### src/hw/rtl/mf5_pkg.sv
`default_nettype none
package mf5_pkg;

   localparam int unsigned NET_PAIRS   = 99;
   localparam int unsigned STAGE_PAIRS = 9;
   localparam int unsigned NET_STAGES  = NET_PAIRS / STAGE_PAIRS;
   localparam int unsigned WIN_SIZE    = 25;
   localparam int unsigned MEDIAN_POS  = 12;

   localparam int unsigned FIFO_DEPTH  = 16;
   localparam int unsigned FIFO_AW     = $clog2(FIFO_DEPTH);

   // configuration register indexes
   localparam logic [1:0] REG_WIDTH    = 2'd0;
   localparam logic [1:0] REG_HEIGHT   = 2'd1;
   localparam logic [1:0] REG_CHANNELS = 2'd2;

   // column tap source: a line store slot, or the item's own sample
   localparam logic [2:0] SEL_SLOT0 = 3'd0;
   localparam logic [2:0] SEL_OWN   = 3'd4;

   localparam logic [4:0] PAIRS [NET_PAIRS][2] = '{
      '{0,1},'{3,4},'{2,4},'{2,3},'{6,7},'{5,7},'{5,6},'{9,10},'{8,10},
      '{8,9},'{12,13},'{11,13},'{11,12},'{15,16},'{14,16},'{14,15},'{18,19},'{17,19},
      '{17,18},'{21,22},'{20,22},'{20,21},'{23,24},'{2,5},'{3,6},'{0,6},'{0,3},
      '{4,7},'{1,7},'{1,4},'{11,14},'{8,14},'{8,11},'{12,15},'{9,15},'{9,12},
      '{13,16},'{10,16},'{10,13},'{20,23},'{17,23},'{17,20},'{21,24},'{18,24},'{18,21},
      '{19,22},'{8,17},'{9,18},'{0,18},'{0,9},'{10,19},'{1,19},'{1,10},'{11,20},
      '{2,20},'{2,11},'{12,21},'{3,21},'{3,12},'{13,22},'{4,22},'{4,13},'{14,23},
      '{5,23},'{5,14},'{15,24},'{6,24},'{6,15},'{7,16},'{7,19},'{13,21},'{15,23},
      '{7,13},'{7,15},'{1,9},'{3,11},'{5,17},'{11,17},'{9,17},'{4,10},'{6,12},
      '{7,14},'{4,6},'{4,7},'{12,14},'{10,14},'{6,7},'{10,12},'{6,10},'{6,17},
      '{12,17},'{7,17},'{7,10},'{12,18},'{7,12},'{10,18},'{12,20},'{10,20},'{10,12}
   };

   typedef logic [WIN_SIZE-1:0][7:0] win_type;

   typedef struct packed {
      logic [1:0]      chan_idx;
      logic [2:0]      chans;
      logic            first_col;
      logic            emit;
      logic            row_end;
      logic            eof;
      logic            w_ge2;
      logic [7:0]      smp;
      logic [4:0][2:0] sel;
   } item_type;

   typedef struct packed {
      win_type vals;
      logic    last;
      logic    eof;
   } snap_type;

   typedef struct packed {
      logic [7:0] median;
      logic       last;
      logic       eof;
   } res_type;

   // one group of compare-exchange pairs of the sorting network
   function automatic win_type cx_stage(win_type a, int unsigned st);
      win_type     r;
      logic [7:0]  p;
      logic [7:0]  q;
      int unsigned idx;
      r = a;
      for (int unsigned n = 0; n < STAGE_PAIRS; n++) begin
         idx = st * STAGE_PAIRS + n;
         p = r[PAIRS[idx][0]];
         q = r[PAIRS[idx][1]];
         if (p > q) begin
            r[PAIRS[idx][0]] = q;
            r[PAIRS[idx][1]] = p;
         end
      end
      return r;
   endfunction

endpackage
`default_nettype wire

### src/hw/rtl/mf5_median.sv
`default_nettype none
module mf5_median (
   input  wire logic              clock,
   input  wire logic              reset,
   input  wire logic              in_valid,
   input  wire mf5_pkg::snap_type in_snap,
   output      logic              out_valid,
   output      mf5_pkg::res_type  out_res
);

   localparam int unsigned NS = mf5_pkg::NET_STAGES;

   logic             v_ff [NS+1];
   mf5_pkg::win_type a_ff [NS+1];
   logic             l_ff [NS+1];
   logic             e_ff [NS+1];

   always_ff @(posedge clock) begin
      if (reset) begin
         v_ff[0] <= 1'b0;
      end else begin
         v_ff[0] <= in_valid;
      end
      a_ff[0] <= in_snap.vals;
      l_ff[0] <= in_snap.last;
      e_ff[0] <= in_snap.eof;
   end

   for (genvar g = 0; g < NS; g++) begin : g_stage
      always_ff @(posedge clock) begin
         if (reset) begin
            v_ff[g+1] <= 1'b0;
         end else begin
            v_ff[g+1] <= v_ff[g];
         end
         a_ff[g+1] <= mf5_pkg::cx_stage(a_ff[g], g);
         l_ff[g+1] <= l_ff[g];
         e_ff[g+1] <= e_ff[g];
      end
   end

   assign out_valid      = v_ff[NS];
   assign out_res.median = a_ff[NS][mf5_pkg::MEDIAN_POS];
   assign out_res.last   = l_ff[NS];
   assign out_res.eof    = e_ff[NS];

endmodule
`default_nettype wire

### config.mk
export PLATFORM = sky130hd
export DESIGN_NAME = mf5_median
export DESIGN_NICKNAME = d
export VERILOG_FILES = /design/src/hw/rtl/mf5_pkg.sv /design/src/hw/rtl/mf5_median.sv
export SDC_FILE = /design/constraint.sdc
export NUM_CORES = 2
export LEC_CHECK = 0
export CORE_UTILIZATION = 35
export CTS_BUF_LIST = sky130_fd_sc_hd__clkbuf_4 sky130_fd_sc_hd__clkbuf_8
export DETAILED_ROUTE_END_ITERATION = 7
export DONT_BUFFER_PORTS = 1
export MAX_ROUTING_LAYER = met4
export PLACE_DENSITY = 0.54
export RECOVER_POWER = 100
export SYNTH_ARGS = -nofsm -noshare
export SYNTH_HDL_FRONTEND = slang
export SYNTH_SLANG_ARGS = --single-unit
### constraint.sdc
create_clock -name clock -period 12.65 [get_ports clock]
set_input_delay 3.1625 -clock clock [delete_from_list [all_inputs] [get_ports clock]]
set_output_delay 3.1625 -clock clock [all_outputs]
set_load 0.01 [all_outputs]
==> impl_metrics.ini <==
[sta]
setup_viol = 0
grt_setup_unrepaired = no
finClkSkew_ns = 0.0774
timing.final.max_slew_violations = 490
finalSetupTns_ns = 0
hold_viol = 0
worst_pin_slew_ns = 2.82
relSlewSlack = -0.899
fin_crit_ns = 11.63
fmax_mhz = 86.0
finalCritPeriodShare = 0.920

[worst_hold_path]
hold_path_end = a_ff[0][661]
holdCritPathClass = reg -> reg
min_from = a_ff[0][461]
hold_path_depth = 0

[die]
start_util = 0.353
die_height_um = 454
io_pins = 216
dieArea_um2 = 206000
core_um2 = 203000
row_count = 165
die_w_um = 454

[finish]
instances_no_fill = 9699
nNetsFinal = 7796
final_common_cell = dfxtp_1
final_cell_mix = 1844 x dfxtp_1, 791 x ha_1, 650 x inv_1
drive_gt1_frac = 0.114
synthToLayoutAreaGrowth_pct = 13.6

[synthesis]
yosysSeqAreaShare = 0.517
synth_flop_cell = dfxtp_1
syn-cell-area_um2 = 71500
ys_warn_count = 0
ys_seq_elements = 1844
synth_nets = 7608
synth_edf_count = 0
yosysUniqueCellTypes = 76
synthArstFlopShare = 0
avgSynthCellArea_um2 = 10.8
syn_inst = 6612

[critical_path]
crit_path_start = a_ff[2][537]
endpoint_kind = flip-flop
worst_ep_arrival_time_ns = 12.47
regToRegEndpoint = a_ff[2][699]
crit_required_ns = 13.49
crit_path_start_kind = flip-flop
rrSetupSlack_ns = 1.02
cp_slowest_stage_delay_ns = 0.45
r2r_cells = 51
cp_common_cell = ha_1
reg2reg_from = a_ff[2][537]
crit_slowest_cell = dfxtp_1
path_max_fanout = 17
path_class = reg -> reg

[global_route]
track_usage = 0.164
antenna_found_initial = 6
grt_overflow = 0
first_global_vias = 44900
grt_max_degree = 33
grt_pass1_wl_mm = 252

[placed_design]
hpwlAfterDp_mm = 132
dp.cells = 9153
gp_congestion = 0.881
portBuffers = 0

[route]
wire_per_inst_um = 17.1
drcViolationCount = 0
viasPerCell = 4.62
drt_iter0_markers = 2076
firstDrtPassIters = 5
postRouteAntennaNets = 0
drt_wl_total_mm = 166
vias = 44800

[clock_tree]
clk_latency_ns = 1.02
clock_tree.buffer_depth = 4
clock_sinks = 1844
cts_hold_buffers = 0
cts_max_level = 5
numCtsBuffers = 317
cts_root_buf = clkbuf_8
cts_tree = yes
clk_pin_slew_worst_paths_ns = 0.05

[run]
cap_violations = 23

[run_status]
status = finished with violations
violations = max-capacitance violations, max-slew violations
layout make-up:
type                            instances  area (um2)
Tap cell                             2672        3340
Sequential cell                      1844       36900
Inverter                              652        2450
Antenna cell                            3        7.51
Multi-Input combinational cell       3945       31400
Clock buffer                          458        5800
Fill cell                           19400      121000
Clock inverter                         85        1120
Timing Repair Buffer                   40         169
logic make-up (layout without fill, tap and decap cells):
group                    Yosys count  after routing  synth area share
flip-flops                      1844           1844             0.517
AO/OA/AOI/OAI                   1226           1226             0.104
AND/OR/NAND/NOR                 1062           1062            0.0706
multiplexers                     866            866             0.126
buffers and inverters            823           1235            0.0446
adder cells (fa/ha/maj)          791            791             0.138
other                              0              3                 0
worst max-delay path, delay by kind of cell, from the launching register on:
kind,cells,cell delay [ns]
compound gates,25,5.42
fa+ha+maj,7,2.01
buf+inv,3,0.36
flops,1,0.45
mux,3,1.00
simple gates,13,2.22
flip-flops by register name, indices dropped and copies added, names as in the netlist:
register	flops
e_ff	12
v_ff	12
l_ff	12
a_ff	1808
worst max-delay path by stage:
stage	to	slack (ns)	depth (start not counted)
after detailed placement	a_ff[2][699]	0.18	51
after global placement	a_ff[2][699]	0.24	51
after floorplan	a_ff[2][701]	1.85	55
after global routing	a_ff[2][699]	0.02	51
after CTS	a_ff[2][699]	0.21	51
final	a_ff[2][699]	1.02	51
repair_timing:
item / in CTS / in global routing
endpoints found under the hold margin: 0 / 0
resized for setup: 0 / 10
buffers inserted: 0 / 0
setup endpoints to repair: 0 / 8
Yosys cell counts (47+ instances only):
| master | number | share of area |
|---|---|---|
| a21o_1 | 126 | 0.013 |
| a21oi_1 | 413 | 0.029 |
| and3_1 | 55 | 0.0048 |
| clkbuf_1 | 125 | 0.0066 |
| dfxtp_1 | 1844 | 0.52 |
| ha_1 | 791 | 0.14 |
| inv_1 | 650 | 0.034 |
| mux2_2 | 264 | 0.042 |
| mux2i_1 | 600 | 0.084 |
| nand2_1 | 294 | 0.015 |
| nand2b_1 | 80 | 0.0070 |
| nand3_1 | 157 | 0.011 |
| nand4_1 | 47 | 0.0041 |
| nor2_1 | 278 | 0.015 |
| nor2b_1 | 99 | 0.0087 |
| o21a_1 | 187 | 0.020 |
| o21ai_0 | 344 | 0.024 |
metrics by stage:
step                utilization  hold slack, ns  setup slack [ns]  cell area, um2
global route              0.401           0.285            0.0246           81200
detailed placement        0.368           0.312             0.183           74400
floorplan                     -           0.310              1.85           71500
CTS                       0.402           0.282             0.206           81400
finish                    0.401           0.276              1.02           81200
global placement          0.368           0.310             0.240           74400
metal layers:
layer	global-route usage	share of wire
met4	0.0706	0.037
met2	0.264	0.46
met5	-	0
met1	0.199	0.46
met3	0.0306	0.036
Power is not shown: default switching activity piles up to over one toggle a cycle in this logic, so the estimate is an artifact.
