--- config.mk ---
export PLATFORM = sky130hd
export DESIGN_NAME = mf5_window
export DESIGN_NICKNAME = d
export VERILOG_FILES = /design/src/hw/rtl/mf5_pkg.sv /design/src/hw/rtl/mf5_window.sv
export SDC_FILE = /design/constraint.sdc
export NUM_CORES = 2
export LEC_CHECK = 0
export BUFFER_PORTS_ARGS = -buffer_cell sky130_fd_sc_hd__buf_2
export CAP_MARGIN = 20
export CORE_MARGIN = 10
export CORE_UTILIZATION = 55
export CTS_BUF_LIST = sky130_fd_sc_hd__clkbuf_2
export CTS_CLUSTER_SIZE = 40
export DETAILED_ROUTE_END_ITERATION = 16
export HOLD_SLACK_MARGIN = 0.12
export PLACE_DENSITY = 0.73
export SETUP_SLACK_MARGIN = 0.2
export SYNTH_ARGS = -nofsm -noshare
export SYNTH_HDL_FRONTEND = slang
export SYNTH_SLANG_ARGS = --single-unit
--- constraint.sdc ---
create_clock -name clock -period 5.95 [get_ports clock]
set_input_delay 0.595 -clock clock [delete_from_list [all_inputs] [get_ports clock]]
set_output_delay 0.595 -clock clock [all_outputs]
set_load 0.05 [all_outputs]
--- src/hw/rtl/mf5_pkg.sv ---
`default_nettype none
package mf5_pkg;

   localparam int unsigned NET_PAIRS   = 99;
   localparam int unsigned STAGE_PAIRS = 9;
   localparam int unsigned NET_STAGES  = NET_PAIRS / STAGE_PAIRS;
   localparam int unsigned WIN_SIZE    = 25;
   localparam int unsigned MEDIAN_POS  = 12;

   localparam int unsigned FIFO_DEPTH  = 16;
   localparam int unsigned FIFO_AW     = $clog2(FIFO_DEPTH);

   // configuration register indexes
   localparam logic [1:0] REG_WIDTH    = 2'd0;
   localparam logic [1:0] REG_HEIGHT   = 2'd1;
   localparam logic [1:0] REG_CHANNELS = 2'd2;

   // column tap source: a line store slot, or the item's own sample
   localparam logic [2:0] SEL_SLOT0 = 3'd0;
   localparam logic [2:0] SEL_OWN   = 3'd4;

   localparam logic [4:0] PAIRS [NET_PAIRS][2] = '{
      '{0,1},'{3,4},'{2,4},'{2,3},'{6,7},'{5,7},'{5,6},'{9,10},'{8,10},
      '{8,9},'{12,13},'{11,13},'{11,12},'{15,16},'{14,16},'{14,15},'{18,19},'{17,19},
      '{17,18},'{21,22},'{20,22},'{20,21},'{23,24},'{2,5},'{3,6},'{0,6},'{0,3},
      '{4,7},'{1,7},'{1,4},'{11,14},'{8,14},'{8,11},'{12,15},'{9,15},'{9,12},
      '{13,16},'{10,16},'{10,13},'{20,23},'{17,23},'{17,20},'{21,24},'{18,24},'{18,21},
      '{19,22},'{8,17},'{9,18},'{0,18},'{0,9},'{10,19},'{1,19},'{1,10},'{11,20},
      '{2,20},'{2,11},'{12,21},'{3,21},'{3,12},'{13,22},'{4,22},'{4,13},'{14,23},
      '{5,23},'{5,14},'{15,24},'{6,24},'{6,15},'{7,16},'{7,19},'{13,21},'{15,23},
      '{7,13},'{7,15},'{1,9},'{3,11},'{5,17},'{11,17},'{9,17},'{4,10},'{6,12},
      '{7,14},'{4,6},'{4,7},'{12,14},'{10,14},'{6,7},'{10,12},'{6,10},'{6,17},
      '{12,17},'{7,17},'{7,10},'{12,18},'{7,12},'{10,18},'{12,20},'{10,20},'{10,12}
   };

   typedef logic [WIN_SIZE-1:0][7:0] win_type;

   typedef struct packed {
      logic [1:0]      chan_idx;
      logic [2:0]      chans;
      logic            first_col;
      logic            emit;
      logic            row_end;
      logic            eof;
      logic            w_ge2;
      logic [7:0]      smp;
      logic [4:0][2:0] sel;
   } item_type;

   typedef struct packed {
      win_type vals;
      logic    last;
      logic    eof;
   } snap_type;

   typedef struct packed {
      logic [7:0] median;
      logic       last;
      logic       eof;
   } res_type;

   // one group of compare-exchange pairs of the sorting network
   function automatic win_type cx_stage(win_type a, int unsigned st);
      win_type     r;
      logic [7:0]  p;
      logic [7:0]  q;
      int unsigned idx;
      r = a;
      for (int unsigned n = 0; n < STAGE_PAIRS; n++) begin
         idx = st * STAGE_PAIRS + n;
         p = r[PAIRS[idx][0]];
         q = r[PAIRS[idx][1]];
         if (p > q) begin
            r[PAIRS[idx][0]] = q;
            r[PAIRS[idx][1]] = p;
         end
      end
      return r;
   endfunction

endpackage
`default_nettype wire

--- src/hw/rtl/mf5_window.sv ---
`default_nettype none
module mf5_window #(
   parameter int unsigned MAX_CHANNELS = 4
) (
   input  wire logic              clock,
   input  wire logic              reset,
   input  wire logic              load,
   input  wire mf5_pkg::item_type load_item,
   input  wire logic [31:0]       rd_data,
   input  wire logic              room,
   output      logic              busy,
   output      logic              done,
   output      logic              snap_valid,
   output      mf5_pkg::snap_type snap
);

   localparam int unsigned CHW = (MAX_CHANNELS > 1) ? $clog2(MAX_CHANNELS) : 1;

   logic [39:0]       win_ff [MAX_CHANNELS][5];
   logic [39:0]       win_in [MAX_CHANNELS][5];
   mf5_pkg::item_type item_ff;
   logic              busy_ff, busy_in;
   logic              flush_ff, flush_in;
   logic              pass_ff, pass_in;
   logic [1:0]        fch_ff, fch_in;

   logic [39:0] col;
   logic [39:0] cur [5];
   logic [39:0] nxt [5];
   logic [1:0]  sel_ch;
   logic [2:0]  chans_m1;
   logic        last_f;
   logic        emit;
   logic        go;
   logic        shift_f;

   always_comb begin
      for (int d = 0; d < 5; d++) begin
         if (item_ff.sel[d] == mf5_pkg::SEL_OWN) begin
            col[d*8 +: 8] = item_ff.smp;
         end else begin
            col[d*8 +: 8] = rd_data[{item_ff.sel[d][1:0], 3'b000} +: 8];
         end
      end
   end

   assign sel_ch   = flush_ff ? fch_ff : item_ff.chan_idx;
   assign chans_m1 = item_ff.chans - 3'd1;
   assign last_f   = (pass_ff == item_ff.w_ge2) && ({1'b0, fch_ff} == chans_m1);
   assign emit     = flush_ff | item_ff.emit;
   assign go       = busy_ff && (!emit || room);
   assign shift_f  = item_ff.w_ge2 | pass_ff;

   always_comb begin
      for (int j = 0; j < 5; j++) begin
         cur[j] = win_ff[sel_ch[CHW-1:0]][j];
      end
      for (int j = 0; j < 4; j++) begin
         if (flush_ff) begin
            nxt[j] = shift_f ? cur[j+1] : cur[j];
         end else begin
            nxt[j] = item_ff.first_col ? col : cur[j+1];
         end
      end
      if (flush_ff) begin
         nxt[4] = cur[4];
      end else begin
         nxt[4] = col;
      end
   end

   always_comb begin
      for (int cc = 0; cc < MAX_CHANNELS; cc++) begin
         for (int j = 0; j < 5; j++) begin
            win_in[cc][j] = win_ff[cc][j];
         end
      end
      if (go) begin
         for (int j = 0; j < 5; j++) begin
            win_in[sel_ch[CHW-1:0]][j] = nxt[j];
         end
      end
   end

   assign done = go && (flush_ff ? last_f : !item_ff.row_end);

   always_comb begin
      busy_in  = busy_ff;
      flush_in = flush_ff;
      pass_in  = pass_ff;
      fch_in   = fch_ff;
      if (go) begin
         if (!flush_ff) begin
            if (item_ff.row_end) begin
               flush_in = 1'b1;
               pass_in  = 1'b0;
               fch_in   = 2'd0;
            end
         end else if (last_f) begin
            flush_in = 1'b0;
         end else if ({1'b0, fch_ff} == chans_m1) begin
            fch_in  = 2'd0;
            pass_in = 1'b1;
         end else begin
            fch_in = fch_ff + 2'd1;
         end
      end
      if (done) begin
         busy_in = 1'b0;
      end
      if (load) begin
         busy_in = 1'b1;
      end
   end

   always_ff @(posedge clock) begin
      if (reset) begin
         busy_ff  <= 1'b0;
         flush_ff <= 1'b0;
         pass_ff  <= 1'b0;
         fch_ff   <= 2'd0;
         for (int cc = 0; cc < MAX_CHANNELS; cc++) begin
            for (int j = 0; j < 5; j++) begin
               win_ff[cc][j] <= '0;
            end
         end
      end else begin
         busy_ff  <= busy_in;
         flush_ff <= flush_in;
         pass_ff  <= pass_in;
         fch_ff   <= fch_in;
         win_ff   <= win_in;
      end
   end

   always_ff @(posedge clock) begin
      if (load) begin
         item_ff <= load_item;
      end
   end

   always_comb begin
      for (int d = 0; d < 5; d++) begin
         for (int j = 0; j < 5; j++) begin
            snap.vals[d*5 + j] = nxt[j][d*8 +: 8];
         end
      end
      snap.last = flush_ff ? last_f : !item_ff.row_end;
      snap.eof  = flush_ff && last_f && item_ff.eof;
   end

   assign snap_valid = go && emit;
   assign busy       = busy_ff;

endmodule
`default_nettype wire

==> out/results.txt <==
Status: complete, no violations
Starting density of the core: 55.7%
DIE WIDTH: 298 um
CP Launch Point: item_ff[31]$_DFFE_PP_
WHS Path Cells: 3
CTS tree: yes
Fin nets: 4820
IO buf count: 273
Total die area: 0.0887 mm2
Total grt overflow: 0
Count of cell types in the netlist: 77
Final GP Congestion: 0.942
GRT Overall Usage: 33.7%
# IOs: 274
Fraction of registers with async set/reset: 0%
Cells on worst reg2reg path: 7
Crit-path max FO: 92
Post-Synthesis Cells: 4468
HP Start: reset
Syn nets: 4539
Internal reg-to-reg setup slack: 1.82 ns
Largest net degree at the start of global routing: 258
Antenna Nets Post-Route: 0
Final Hold Fails: 0
DR vias: 40900
CTS clock-pin slew for the worst setup and hold paths: 0.13 ns
Final period utilization: 97.5%
FF-to-FF End: win_ff[81]$_SDFFE_PP0P_
Core Region: 0.0762 mm2
Avg Cell Area, Syn: 9.50 um2
Ys Warns: 0
P_int: 8500 uW
Post-route minimum period: 5.80 ns
Initial antenna violation count: 15
Main synth FF type: dfxtp_1
Critical path class: reg2out
Critical Path Sink Type: output port
Htree depth: 4
Max-cap violations: 0
First-pass GRT wire length: 237000 um
Net Sw Frac: 39.3%
Clk_skew: 0.156 ns
Worst Tran Pin Value: 1.28 ns
Max clock buf depth: 3
First-pass iteration count of the detailed router: 9
Max_slew headroom: 14.8%
Row count: 101
Hold Crit Class: in2reg
Fin. max-slew vios: 0
Sequential share of power: 43.6%
WP data arrival: 5.21 ns
Worst-skew pair later-pin latency: 1.60 ns
#FFs+latches synth: 838
1st-iter DRT viols: 5808
Leakage dissipation: 0.0183 uW
CTS sink count: 838
Detail Placement HPWL: 98800 um
Worst Setup Start Kind: flop
DIE HEIGHT: 298 um
Post-DR wirelength/cell: 26.7 um
Clock network power share: 28.5%
Fmax: 172 MHz
End of the worst hold path: win_ff[720]$_SDFFE_PP0P_
Final setup viols: 0
Setup TNS Final: 0 ns
WL final: 159000 um
Filler cell count: 6493
Worst vdd ir: 0.233 mV
Commonest cells after routing, fill and taps aside: 804 x dfxtp_1, 517 x nor2_1, 410 x mux2i_1, 319 x clkbuf_2, 318 x nand2_1
Power per cell area: 295 mW/mm2
FF-to-FF Start: flush_ff$_SDFFE_PP0N_
Critical Path RT: 5.36 ns
Post-synth EDFFs: 33
Register area share after synthesis: 40.3%
Cell area after synthesis: 0.0425 mm2
Layout cells sized above 1: 20.3%
DR DRC count: 0
Post-placement cell count: 5434
Clk root buf: clkbuf_2
Via-per-instance ratio: 6.88
RSZ-0062 raised after global routing: true
Final Instance Count excl. Fillers: 5940
Comb power frac: 27.9%
Most common cell after layout, fill and taps aside: dfxtp_1
Number of global-route vias before repair: 38500
Syn-to-layout area delta: 11.7%
Net switching power figure: 5510 uW
CTS Buf Count: 211
-- worst max-delay path, stage by stage, from the launching register on --
cell and delay [ns]:
edfxtp_1 0.75, mux2i_4 0.40, buf_16 0.49, mux2i_1 0.54
mux2i_1 0.21, a21boi_1 0.47, mux2i_1 0.31, buf_2 0.30
-- worst max-delay path by stage --
stage                      endpoint  slack, ns  cells after the start
after global placement      snap[8]       1.67                      7
after global routing      snap[130]       0.06                      7
after CTS                  snap[28]       0.23                      7
after detailed placement   snap[55]       1.77                      7
final                      snap[17]       0.15                      7
after floorplan           snap[174]       2.57                      8
-- routing by layer --
layer	vias to the layer above	GRT usage, %	share of wire (%)
li1	17700	-	-
met1	19700	41.5	37
met2	2859	51.0	44
met3	593	10.5	12
met4	12	20.6	6.3
met5	-	0	0.055
-- synth_stat cells, types with 5 or more instances --
library cell / number / share of area [%]
dfxtp_1: 805 / 38
buf_1: 18 / 0.16
nor3_1: 91 / 1.1
o2bb2ai_1: 18 / 0.37
nor3b_1: 7 / 0.12
and2_1: 26 / 0.38
o21ai_1: 22 / 0.26
nand2b_1: 26 / 0.38
a31oi_1: 44 / 0.65
clkbuf_1: 261 / 2.3
a21oi_2: 7 / 0.14
o2111ai_1: 15 / 0.31
a221oi_2: 28 / 0.99
o21ai_0: 116 / 1.4
a21oi_1: 128 / 1.5
mux2i_2: 5 / 0.16
o221ai_1: 21 / 0.43
buf_6: 14 / 0.37
mux2_2: 51 / 1.4
and3_1: 5 / 0.074
o22ai_1: 164 / 2.4
mux2i_1: 411 / 9.7
buf_4: 25 / 0.44
edfxtp_1: 33 / 2.3
a211oi_1: 182 / 3.2
nor2_1: 534 / 4.7
nand3_1: 41 / 0.48
a311oi_1: 144 / 3.0
a22oi_1: 46 / 0.81
a22o_1: 7 / 0.14
a221o_1: 32 / 0.75
a2bb2oi_1: 6 / 0.12
nor2b_1: 46 / 0.68
a221oi_1: 84 / 1.7
o22a_1: 18 / 0.37
o32ai_1: 51 / 1.1
o211ai_1: 34 / 0.60
buf_2: 112 / 1.3
a211o_1: 50 / 1.0
a32o_1: 96 / 2.3
a2111oi_0: 5 / 0.10
mux4_2: 132 / 7.0
inv_1: 126 / 1.1
nand2_1: 319 / 2.8
-- sequential cells by signal, indices dropped and copies added (netlist names) --
name      cells
item_ff      33
busy          1
flush_ff      1
win_ff      800
pass_ff       1
fch_ff        2
-- power groups by stage --
stage          Clock (uW)  Sequential (uW)  Combinational [uW]
2_1_floorplan           0             6130                2650
3_3_place_gp            0             6220                3680
3_5_place_dp            0             6220                3700
4_1_cts              4000             6100                3800
5_1_grt              4320             6130                4060
6_report             4000             6110                3910
-- cells by family after synthesis --
kind of cell	after synthesis	share of synthesized area, %
adder cells (fa/ha/maj)	2	0.0589
multiplexers	601	18.3
buffers and inverters	562	5.89
AO/OA/AOI/OAI	1343	24.2
XOR/XNOR	3	0.0619
AND/OR/NAND/NOR	1119	11.2
flip-flops	838	40.3
-- through the flow --
stage | total power (uW) | worst slack (ns) | cell area (um2) | utilization, % | hold slack (ns)
floorplan | 8790 | 2.57 | 42500 | - | 0.437
global placement | 9900 | 1.67 | 44200 | 58.0 | 0.441
detailed placement | 9920 | 1.77 | 44200 | 58.0 | 0.452
CTS | 13900 | 0.234 | 47300 | 62.1 | 0.177
global route | 14500 | 0.0608 | 47400 | 62.2 | 0.199
finish | 14000 | 0.149 | 47400 | 62.2 | 0.254
-- final cells by class --
type | instances | area (um2) | share of cell area, %
clock inverter | 40 | 253 | 0.533
clock buffer | 319 | 1600 | 3.37
antenna | 15 | 37.5 | 0.0791
tap | 1030 | 1290 | 2.72
inverter | 127 | 482 | 1.02
multi-input combinational | 3068 | 23000 | 48.5
timing repair buffer | 503 | 3640 | 7.68
sequential | 838 | 17100 | 36.1
-- timing repair --
action,4_1_cts,5_1_grt
setup buffers,0,5
resized for setup,2,4
endpoints found under the setup margin,3,24
hold buffers,125,0
hold endpoints to repair,668,0
Note: power is estimated with default switching activity, not from simulation.
