File: src/hw/rtl/mf5_pkg.sv
`default_nettype none
package mf5_pkg;

   localparam int unsigned NET_PAIRS   = 99;
   localparam int unsigned STAGE_PAIRS = 9;
   localparam int unsigned NET_STAGES  = NET_PAIRS / STAGE_PAIRS;
   localparam int unsigned WIN_SIZE    = 25;
   localparam int unsigned MEDIAN_POS  = 12;

   localparam int unsigned FIFO_DEPTH  = 16;
   localparam int unsigned FIFO_AW     = $clog2(FIFO_DEPTH);

   // configuration register indexes
   localparam logic [1:0] REG_WIDTH    = 2'd0;
   localparam logic [1:0] REG_HEIGHT   = 2'd1;
   localparam logic [1:0] REG_CHANNELS = 2'd2;

   // column tap source: a line store slot, or the item's own sample
   localparam logic [2:0] SEL_SLOT0 = 3'd0;
   localparam logic [2:0] SEL_OWN   = 3'd4;

   localparam logic [4:0] PAIRS [NET_PAIRS][2] = '{
      '{0,1},'{3,4},'{2,4},'{2,3},'{6,7},'{5,7},'{5,6},'{9,10},'{8,10},
      '{8,9},'{12,13},'{11,13},'{11,12},'{15,16},'{14,16},'{14,15},'{18,19},'{17,19},
      '{17,18},'{21,22},'{20,22},'{20,21},'{23,24},'{2,5},'{3,6},'{0,6},'{0,3},
      '{4,7},'{1,7},'{1,4},'{11,14},'{8,14},'{8,11},'{12,15},'{9,15},'{9,12},
      '{13,16},'{10,16},'{10,13},'{20,23},'{17,23},'{17,20},'{21,24},'{18,24},'{18,21},
      '{19,22},'{8,17},'{9,18},'{0,18},'{0,9},'{10,19},'{1,19},'{1,10},'{11,20},
      '{2,20},'{2,11},'{12,21},'{3,21},'{3,12},'{13,22},'{4,22},'{4,13},'{14,23},
      '{5,23},'{5,14},'{15,24},'{6,24},'{6,15},'{7,16},'{7,19},'{13,21},'{15,23},
      '{7,13},'{7,15},'{1,9},'{3,11},'{5,17},'{11,17},'{9,17},'{4,10},'{6,12},
      '{7,14},'{4,6},'{4,7},'{12,14},'{10,14},'{6,7},'{10,12},'{6,10},'{6,17},
      '{12,17},'{7,17},'{7,10},'{12,18},'{7,12},'{10,18},'{12,20},'{10,20},'{10,12}
   };

   typedef logic [WIN_SIZE-1:0][7:0] win_type;

   typedef struct packed {
      logic [1:0]      chan_idx;
      logic [2:0]      chans;
      logic            first_col;
      logic            emit;
      logic            row_end;
      logic            eof;
      logic            w_ge2;
      logic [7:0]      smp;
      logic [4:0][2:0] sel;
   } item_type;

   typedef struct packed {
      win_type vals;
      logic    last;
      logic    eof;
   } snap_type;

   typedef struct packed {
      logic [7:0] median;
      logic       last;
      logic       eof;
   } res_type;

   // one group of compare-exchange pairs of the sorting network
   function automatic win_type cx_stage(win_type a, int unsigned st);
      win_type     r;
      logic [7:0]  p;
      logic [7:0]  q;
      int unsigned idx;
      r = a;
      for (int unsigned n = 0; n < STAGE_PAIRS; n++) begin
         idx = st * STAGE_PAIRS + n;
         p = r[PAIRS[idx][0]];
         q = r[PAIRS[idx][1]];
         if (p > q) begin
            r[PAIRS[idx][0]] = q;
            r[PAIRS[idx][1]] = p;
         end
      end
      return r;
   endfunction

endpackage
`default_nettype wire

File: src/hw/rtl/mf5_out_fifo.sv
`default_nettype none
module mf5_out_fifo (
   input  wire logic             clock,
   input  wire logic             reset,
   input  wire logic             reserve,
   output      logic             room,
   input  wire logic             push,
   input  wire mf5_pkg::res_type push_res,
   output      logic             out_valid,
   input  wire logic             out_stall,
   output      mf5_pkg::res_type out_res
);

   localparam int unsigned AW = mf5_pkg::FIFO_AW;

   mf5_pkg::res_type mem_ff [mf5_pkg::FIFO_DEPTH];
   logic [AW-1:0]    wr_ptr_ff, rd_ptr_ff;
   logic [AW:0]      cnt_ff, cnt_in;
   logic [AW:0]      credit_ff, credit_in;
   logic             pop;

   assign out_valid = cnt_ff != '0;
   assign pop       = out_valid && !out_stall;
   assign out_res   = mem_ff[rd_ptr_ff];
   // credits count items issued into the median pipe and not yet taken
   assign room      = credit_ff != (AW+1)'(mf5_pkg::FIFO_DEPTH);

   assign cnt_in    = cnt_ff + (AW+1)'(push) - (AW+1)'(pop);
   assign credit_in = credit_ff + (AW+1)'(reserve) - (AW+1)'(pop);

   always_ff @(posedge clock) begin
      if (reset) begin
         wr_ptr_ff <= '0;
         rd_ptr_ff <= '0;
         cnt_ff    <= '0;
         credit_ff <= '0;
      end else begin
         cnt_ff    <= cnt_in;
         credit_ff <= credit_in;
         if (push) begin
            wr_ptr_ff <= wr_ptr_ff + AW'(1);
         end
         if (pop) begin
            rd_ptr_ff <= rd_ptr_ff + AW'(1);
         end
      end
   end

   always_ff @(posedge clock) begin
      if (push) begin
         mem_ff[wr_ptr_ff] <= push_res;
      end
   end

endmodule
`default_nettype wire

File: config.mk
export PLATFORM = sky130hd
export DESIGN_NAME = mf5_out_fifo
export DESIGN_NICKNAME = d
export VERILOG_FILES = /design/src/hw/rtl/mf5_pkg.sv /design/src/hw/rtl/mf5_out_fifo.sv
export SDC_FILE = /design/constraint.sdc
export NUM_CORES = 1
export LEC_CHECK = 0
export CAP_MARGIN = 5
export CORE_MARGIN = 2
export CORE_UTILIZATION = 63
export CTS_CLUSTER_SIZE = 30
export DETAILED_ROUTE_END_ITERATION = 10
export DONT_BUFFER_PORTS = 1
export GPL_TIMING_DRIVEN = 1
export PLACE_DENSITY = 0.8
export SETUP_SLACK_MARGIN = 0.4
export SLEW_MARGIN = 20
export SYNTH_ARGS = -nofsm -noshare
export SYNTH_HDL_FRONTEND = slang
export SYNTH_SLANG_ARGS = --single-unit
export TNS_END_PERCENT = 100
File: constraint.sdc
create_clock -name clock -period 3.36 [get_ports clock]
set_clock_uncertainty 0.1 [all_clocks]
set_input_delay 0.336 -clock clock [delete_from_list [all_inputs] [get_ports clock]]
set_output_delay 0.336 -clock clock [all_outputs]
set_load 0.01 [all_outputs]
==> results of run 1 <==
## kinds of logic after synthesis
logic type,count (synthesis)
compound gates,30
simple gates,68
mux,41
fa+ha+maj,19
buf+inv,34
xor+xnor,10
flops,182
## through the flow
| stage | hold slack, ps | area [µm²] |
|---|---|---|
| 2_1_floorplan | 334.9 | 7281 |
| 3_3_place_gp | 304.7 | 7403 |
| 3_5_place_dp | 305.5 | 7403 |
| 4_1_cts | 26.59 | 8069 |
| 5_1_grt | 36.99 | 8093 |
| 6_report | 47.59 | 8093 |
## state kept, by name, summed over array words and instances (netlist names), named ones only
signal,count
credit_ff,5
rd_ptr_ff,4
cnt_ff,5
wr_ptr_ff,4
mem_ff,160
## worst min path at each step
stage | from | to
2_1_floorplan | push_res[0] | mem_ff[0][0]
3_3_place_gp | reset | credit_ff[1]
3_5_place_dp | reset | flop
4_1_cts | push | wr_ptr_ff[2]
5_1_grt | push | cnt_ff[0]
6_report | push | wr_ptr_ff[2]
## power groups by stage
stage,clock network [µW],logic (µW),registers [µW]
after floorplan,0,958,2650
after global placement,0,1090,2660
after detailed placement,0,1130,2660
after CTS,1840,1180,2620
after global routing,1930,1320,2630
final,1800,1180,2620
## placed cells by master (no fill, tap or decap), types with 6 or more instances in the layout
cell type | synthesis | final
a22oi_1 | 20 | 20
and2_1 | 17 | 17
clkbuf_16 | 0 | 17
clkbuf_8 | 0 | 6
dfxtp_1 | 22 | 20
dlygate4sd3_1 | 0 | 12
edfxtp_1 | 160 | 160
ha_1 | 17 | 17
inv_1 | 19 | 19
mux4_1 | 12 | 12
mux4_2 | 28 | 28
nand2_1 | 13 | 13
nor2_1 | 15 | 15
nor2b_1 | 8 | 8
xnor2_1 | 6 | 6
## cell type report
cell class	instances	area share, %
tap	143	2.211
clock buffer	28	6.509
timing repair buffer	17	2.103
multi-input combinational	168	23.22
sequential	182	64.84
clock inverter	4	0.2319
inverter	19	0.8813
## timing repair
| item | CTS | global route |
|---|---|---|
| hold buffers | 12 | 0 |
| hold endpoints to repair | 182 | 0 |
| resized for setup | 0 | 1 |
| setup buffers | 0 | 2 |
| setup endpoints to repair | 0 | 2 |
## critical path, stage by stage (launching register included)
cell and delay, ps:
dfxtp_1 320, inv_1 80, ha_1 150, nor4b_4 300, nor2_1 160, ha_1 300, inv_1 60, ha_1 150
inv_1 60, fa_1 360, nor2b_1 160, o21bai_1 100, a21oi_1 160, nor3b_1 60
## routing by layer
metal,vias up,part of all wire (%),global-route usage [%]
li1,1559,-,-
met1,1763,43,31.16
met2,87,52,36.95
met3,10,4.6,5.226
met4,0,1.1,9.712
met5,-,0,0
==> results.md, run 1 <==
* Run status: finished clean
* Psw at 1395 µW
* Yosys top cell by area: edfxtp_1
* Post-synthesis sequential area ratio at 72.04%
* Dpl ws at 505.6 ps
* Largest family of logic cells by synthesized area: multiplexers
* Slew HR at 34.69%
* Ys flop type: edfxtp_1
* Final WS setup at between 600 and 700 ps
* RSZ-0062 raised after global routing: false
* Ys async rst share at 0%
* Antenna Nets Post-Route at 0
* Cell variety after synth at 31
* Clk slew on worst S/H paths at 60 ps
* Post-synthesis adder-cell area fraction at 3.471%
* Synth area leaders: edfxtp_1 (66%), mux4_2 (8.7%), dfxtp_1 (6.0%)
* Global-route wire length before repair at 20580 µm
* Count leader, synth: edfxtp_1
* Flop pwr share at 46.8%
* Logic gate share of total power at 21.0%
* Post-synth EDFFs at 160
* # H-tree levels at 4
* Hold depth at 3
* Critical Path Start Type: flop
* DR vias at 3419
* Tcrit/Tclk final at about four fifths
* Fraction of layout cells with a size suffix above 1 at 14.83%
* Avg Synthesized Cell Area at 18.96 µm²
* Switching Fraction at 24.90%
* Io pins at 27
* Port bufs at 0
* Avg WL per Cell at between 20 and 25 µm
* First-pass DRT Iterations at 4
* Flop-to-flop setup slack at 690 ps
* Die height at 111.5 µm
* Achievable Freq at 373.9 MHz
* GR Util All Layers at 23.02%
* Post-synthesis simple-gate area fraction at 5.001%
* Total grt overflow at 0
* Antenna violations before repair at 0
* Mapped Area at 7281 µm²
* Synth cell count leaders: edfxtp_1 (160), mux4_2 (28), dfxtp_1 (22), a22oi_1 (20), inv_1 (19)
* CTS Sinks at 182
* Vias in the first global route at 3539
* Final WL at 13180 µm
* Final setup fails at 0
* Critical path arrival at 2850 ps
* Ys Warns at 0
* Fin cells at between 500 and 600
* Worst vdd ir at 0.4186 mV
* Area delta synth->final at 11.15%
* Die Wd at 111.5 µm
* Pleak at 0.002704 µW
* TritonCTS Buffers at 17
* DRC marker count from the first detailed-route iteration at 417
* Std cell rows at 39
* Hold crit path type: input port to flop
* XOR/XNOR share of the synthesized area at around 1.2%
* CP required at 3530 ps
* R2R cell count at 13
* Compound-cell area share of the yosys netlist at 2.887%
* Longest Clk Path Bufs at 2
* Synth Register Bits at approximately 180
* Starting Density at 64.04%
* Internal at 4208 µW
* Cells after Synth at ~380
* CP Launch Point: cnt_ff[2]
* Reg area at roughly 5200 µm²
* Footprint of the multi-input gates at 1879 µm²
* Setup TNS at 0 ps
* Hold Violations, Final at 0
* Via density at 6.094
* Pwr/cell area at 692.4 nW/µm²
* Kind of critical path: flop to flop
* R2R Path End: credit_ff[4]
* Root buffer cell: clkbuf_16
* Multiplexer share of the synthesized area at 13.13%
* Nets at roughly 440
* RD Place Congestion at 0.7419
* Dpl hpwl at 8021 µm
* Critical Path Fanout Max at 5
* Total Power at 5603 µW
* Final core occ at 71.18%
* CP endpoint: credit_ff[4]
* Critical Path End Type: flop
* Reg2reg start: cnt_ff[2]
* Fillers at roughly 670
* Final-report max-slew violation count at 0
* DP Cell Count at roughly 500
* # diodes at 0
* CTS tree: yes
* Worst-Margin Slew at 977.6 ps
* Die area at 12430 µm²
* Max-Cap Viols at 0
* Clock Power Share at 32.2%
* Largest net degree at the start of global routing at 41
* Top-area cell type share of the netlist area at 65.99%
* Clk_lat worst skew at approximately 420 ps
* Final min period at 2674 ps
* # DRC at 0
* Core Area at 11370 µm²
* Syn Nets at roughly 420
No activity file was read; power rests on OpenSTA's default activity.
==> run 2, diff against run 1 <==
clock period = 2.5 ns   (was 3.36 ns; I/O delays follow)
==> run 2 against run 1 <==
- non-clock buffer count increased by 29
- setup slack worse by 660 ps
- register-to-register slack lost 660 ps
- combinational power grew 110%
- wire length rose by 13%
- hold slack worse by 260 ps
- core utilization is 4.8 points higher
- largest power group unchanged
- sequential power increased by 36%
- the run now ends with hold timing left
- cell count up 5.0%
- flip-flop and latch count stayed put
==> results.md, run 2 (synthesis results as in run 1) <==
* Dpl hpwl at 8144 µm (+1.5%)
* Std cell rows at 39 (unchanged)
* Final-report max-slew violation count at 0 (unchanged)
* R2R Path End: credit_ff[4]
* Hold Worst Slack at -213.9 ps (-261.5 ps)
* Fraction of layout cells with a size suffix above 1 at 34.08% (+19 points)
* Longest Clk Path Bufs at 2 (unchanged)
* Dpl ws at -19.64 ps (-525.2 ps)
* Final WL at 14910 µm (+13%)
* Pleak at 0.002852 µW (+5.5%)
* DR vias at 3735 (+9.2%)
* Max-Cap Viols at 0 (unchanged)
* Port bufs at 0 (unchanged)
* Run status: complete, but fails checks
* Critical Path End Type: flop
* Max FFs per register at 160 (unchanged)
* Post-CTS Hold Fix Bufs at 17 (+5)
* Starting Density at 64.04% (unchanged)
* Most frequent cells in the layout: edfxtp_1 (160), mux4_2 (40), a22oi_2 (20)
* R2R cell count at 13 (unchanged)
* Io pins at 27 (unchanged)
* Largest net degree at the start of global routing at 41 (unchanged)
* Root buffer cell: clkbuf_16
* Hold crit path type: input port to flop
* Reg2reg start: cnt_ff[2]
* Pwr/cell area at 974.5 nW/µm² (+41%)
* DRC marker count from the first detailed-route iteration at 465 (+12%)
* Achievable Freq at 404.7 MHz (+8.2%)
* Critical Path Start Type: flop
* CTS Sinks at 182 (unchanged)
* Die Wd at 111.5 µm (unchanged)
* Biggest registers after layout: mem_ff: 160 flops, cnt_ff: 5 flops, credit_ff: 5 flops
* Global-route wire length before repair at 22790 µm (+11%)
* Slew HR at 47.10% (+12 points)
* TritonCTS Buffers at 17 (unchanged)
* Final WS setup at 29.08 ps (-656.5 ps)
* Final min period at 2471 ps (-203.5 ps)
* Antenna violations before repair at 0 (unchanged)
* GR Util All Layers at 25.37% (+2.3 points)
* Setup TNS at 0 ps (unchanged)
* Hold_sp: reset
* Largest register by flop count: mem_ff
* Nets at 468 (+6.6%)
* Hold depth at 1 (-2)
* Worst-Margin Slew at 789.9 ps (-187.7 ps)
* Flop-to-flop setup slack at 30 ps (-660 ps)
* Final setup fails at 0 (unchanged)
* CP required at 2710 ps (-820 ps)
* # DRC at 0 (unchanged)
* Failing checks: hold timing
* Clk slew on worst S/H paths at 60 ps (about the same)
* CTS tree: yes
* Critical Path Fanout Max at 3 (-2)
* Via density at 6.341 (+4.0%)
* # H-tree levels at 4 (unchanged)
* First-pass DRT Iterations at 5 (+1)
* Commonest non-fill, non-tap cell in the layout: edfxtp_1
* # diodes at 0 (unchanged)
* Vias in the first global route at 3977 (+12%)
* Critical path arrival at 2680 ps (-170 ps)
* Area delta synth->final at 18.58%
* Tcrit/Tclk final at 98.84% (+19 points)
* Die height at 111.5 µm (unchanged)
* Hold Violations, Final at 14 (+14)
* Core Area at 11370 µm² (unchanged)
* Total Power at 8413 µW (+50%)
* Total grt overflow at 0 (unchanged)
* RSZ-0062 raised after global routing: true
* Worst vdd ir at 1.150 mV (+170%)
* Avg WL per Cell at 25.31 µm (+7.7%)
* Hold endpoint: cnt_ff[3]
* Clk_lat worst skew at 420 ps (about the same)
* Die area at 12430 µm² (unchanged)
* RD Place Congestion at 0.6860 (-7.5%)
* Kind of critical path: flop to flop
* Antenna Nets Post-Route at 0 (unchanged)
-- run 2: cell types whose count changed in the layout (fill, tap and decap cells not counted), sizes merged --
cell	before	now
buf	5	29
clkbuf	28	20
clkinvlp	0	5
dlygate4sd3	12	17
bufinv	0	1
clkinv	4	5
-- run 2: worst max-delay path by stage --
stage	startpoint	end	slack, ps	depth (start not counted)
6_report	cnt_ff[2]	credit_ff[4]	30	13
3_3_place_gp	cnt_ff[3]	cnt_ff[4]	170	13
3_5_place_dp	cnt_ff[2]	credit_ff[4]	-20	13
5_1_grt	cnt_ff[2]	credit_ff[4]	-80	13
4_1_cts	cnt_ff[3]	credit_ff[4]	60	13
2_1_floorplan	cnt_ff[3]	credit_ff[4]	150	13
-- run 2: layout make-up --
| type | instances | area, µm² |
|---|---|---|
| fillers | 602 | 2736 |
| multi-input cells | 168 | 2047 |
| clock inverters | 11 | 86.33 |
| clock buffers | 20 | 436.7 |
| inverters | 19 | 71.32 |
| well taps | 143 | 178.9 |
| flip-flops and latches | 182 | 5253 |
| repair buffers | 46 | 560.5 |
-- run 2: worst max-delay path, cell delays in order, from the launching register on --
cell and delay [ps]:
dfxtp_2 320, inv_2 70, ha_4 130, nor4b_4 210
nor2_2 90, ha_1 300, inv_2 80, ha_4 140
inv_2 40, fa_2 350, nor2b_2 170, o21bai_2 110
a21oi_2 170, nor3b_2 70
-- run 2: per-stage QoR --
stage	instance area [µm²]	util, %	instances
after floorplan	7297	-	384
after global placement	7455	65.57	518
after detailed placement	7455	65.57	518
after CTS	8524	74.98	582
after global routing	8633	75.93	589
final	8633	75.93	589
-- run 2: power by group --
group	switching (µW)	internal, µW
registers	113	3440
clock network	1040	1340
logic	1100	1370
-- run 2: per-layer routing --
layer	global-route usage [%]	routed length, µm	part of all wire, %
met2	42.44	7880	53
met1	32.31	5861	39
met5	0	0	0
met3	7.186	872	5.8
met4	9.218	294	2.0
-- run 2: what timing repair did --
item,in CTS,in global routing
setup buffers,12,7
endpoints found under the setup margin,18,20
pin swaps,38,30
endpoints found under the hold margin,182,14
gates resized for setup,59,22
gates cloned,4,0
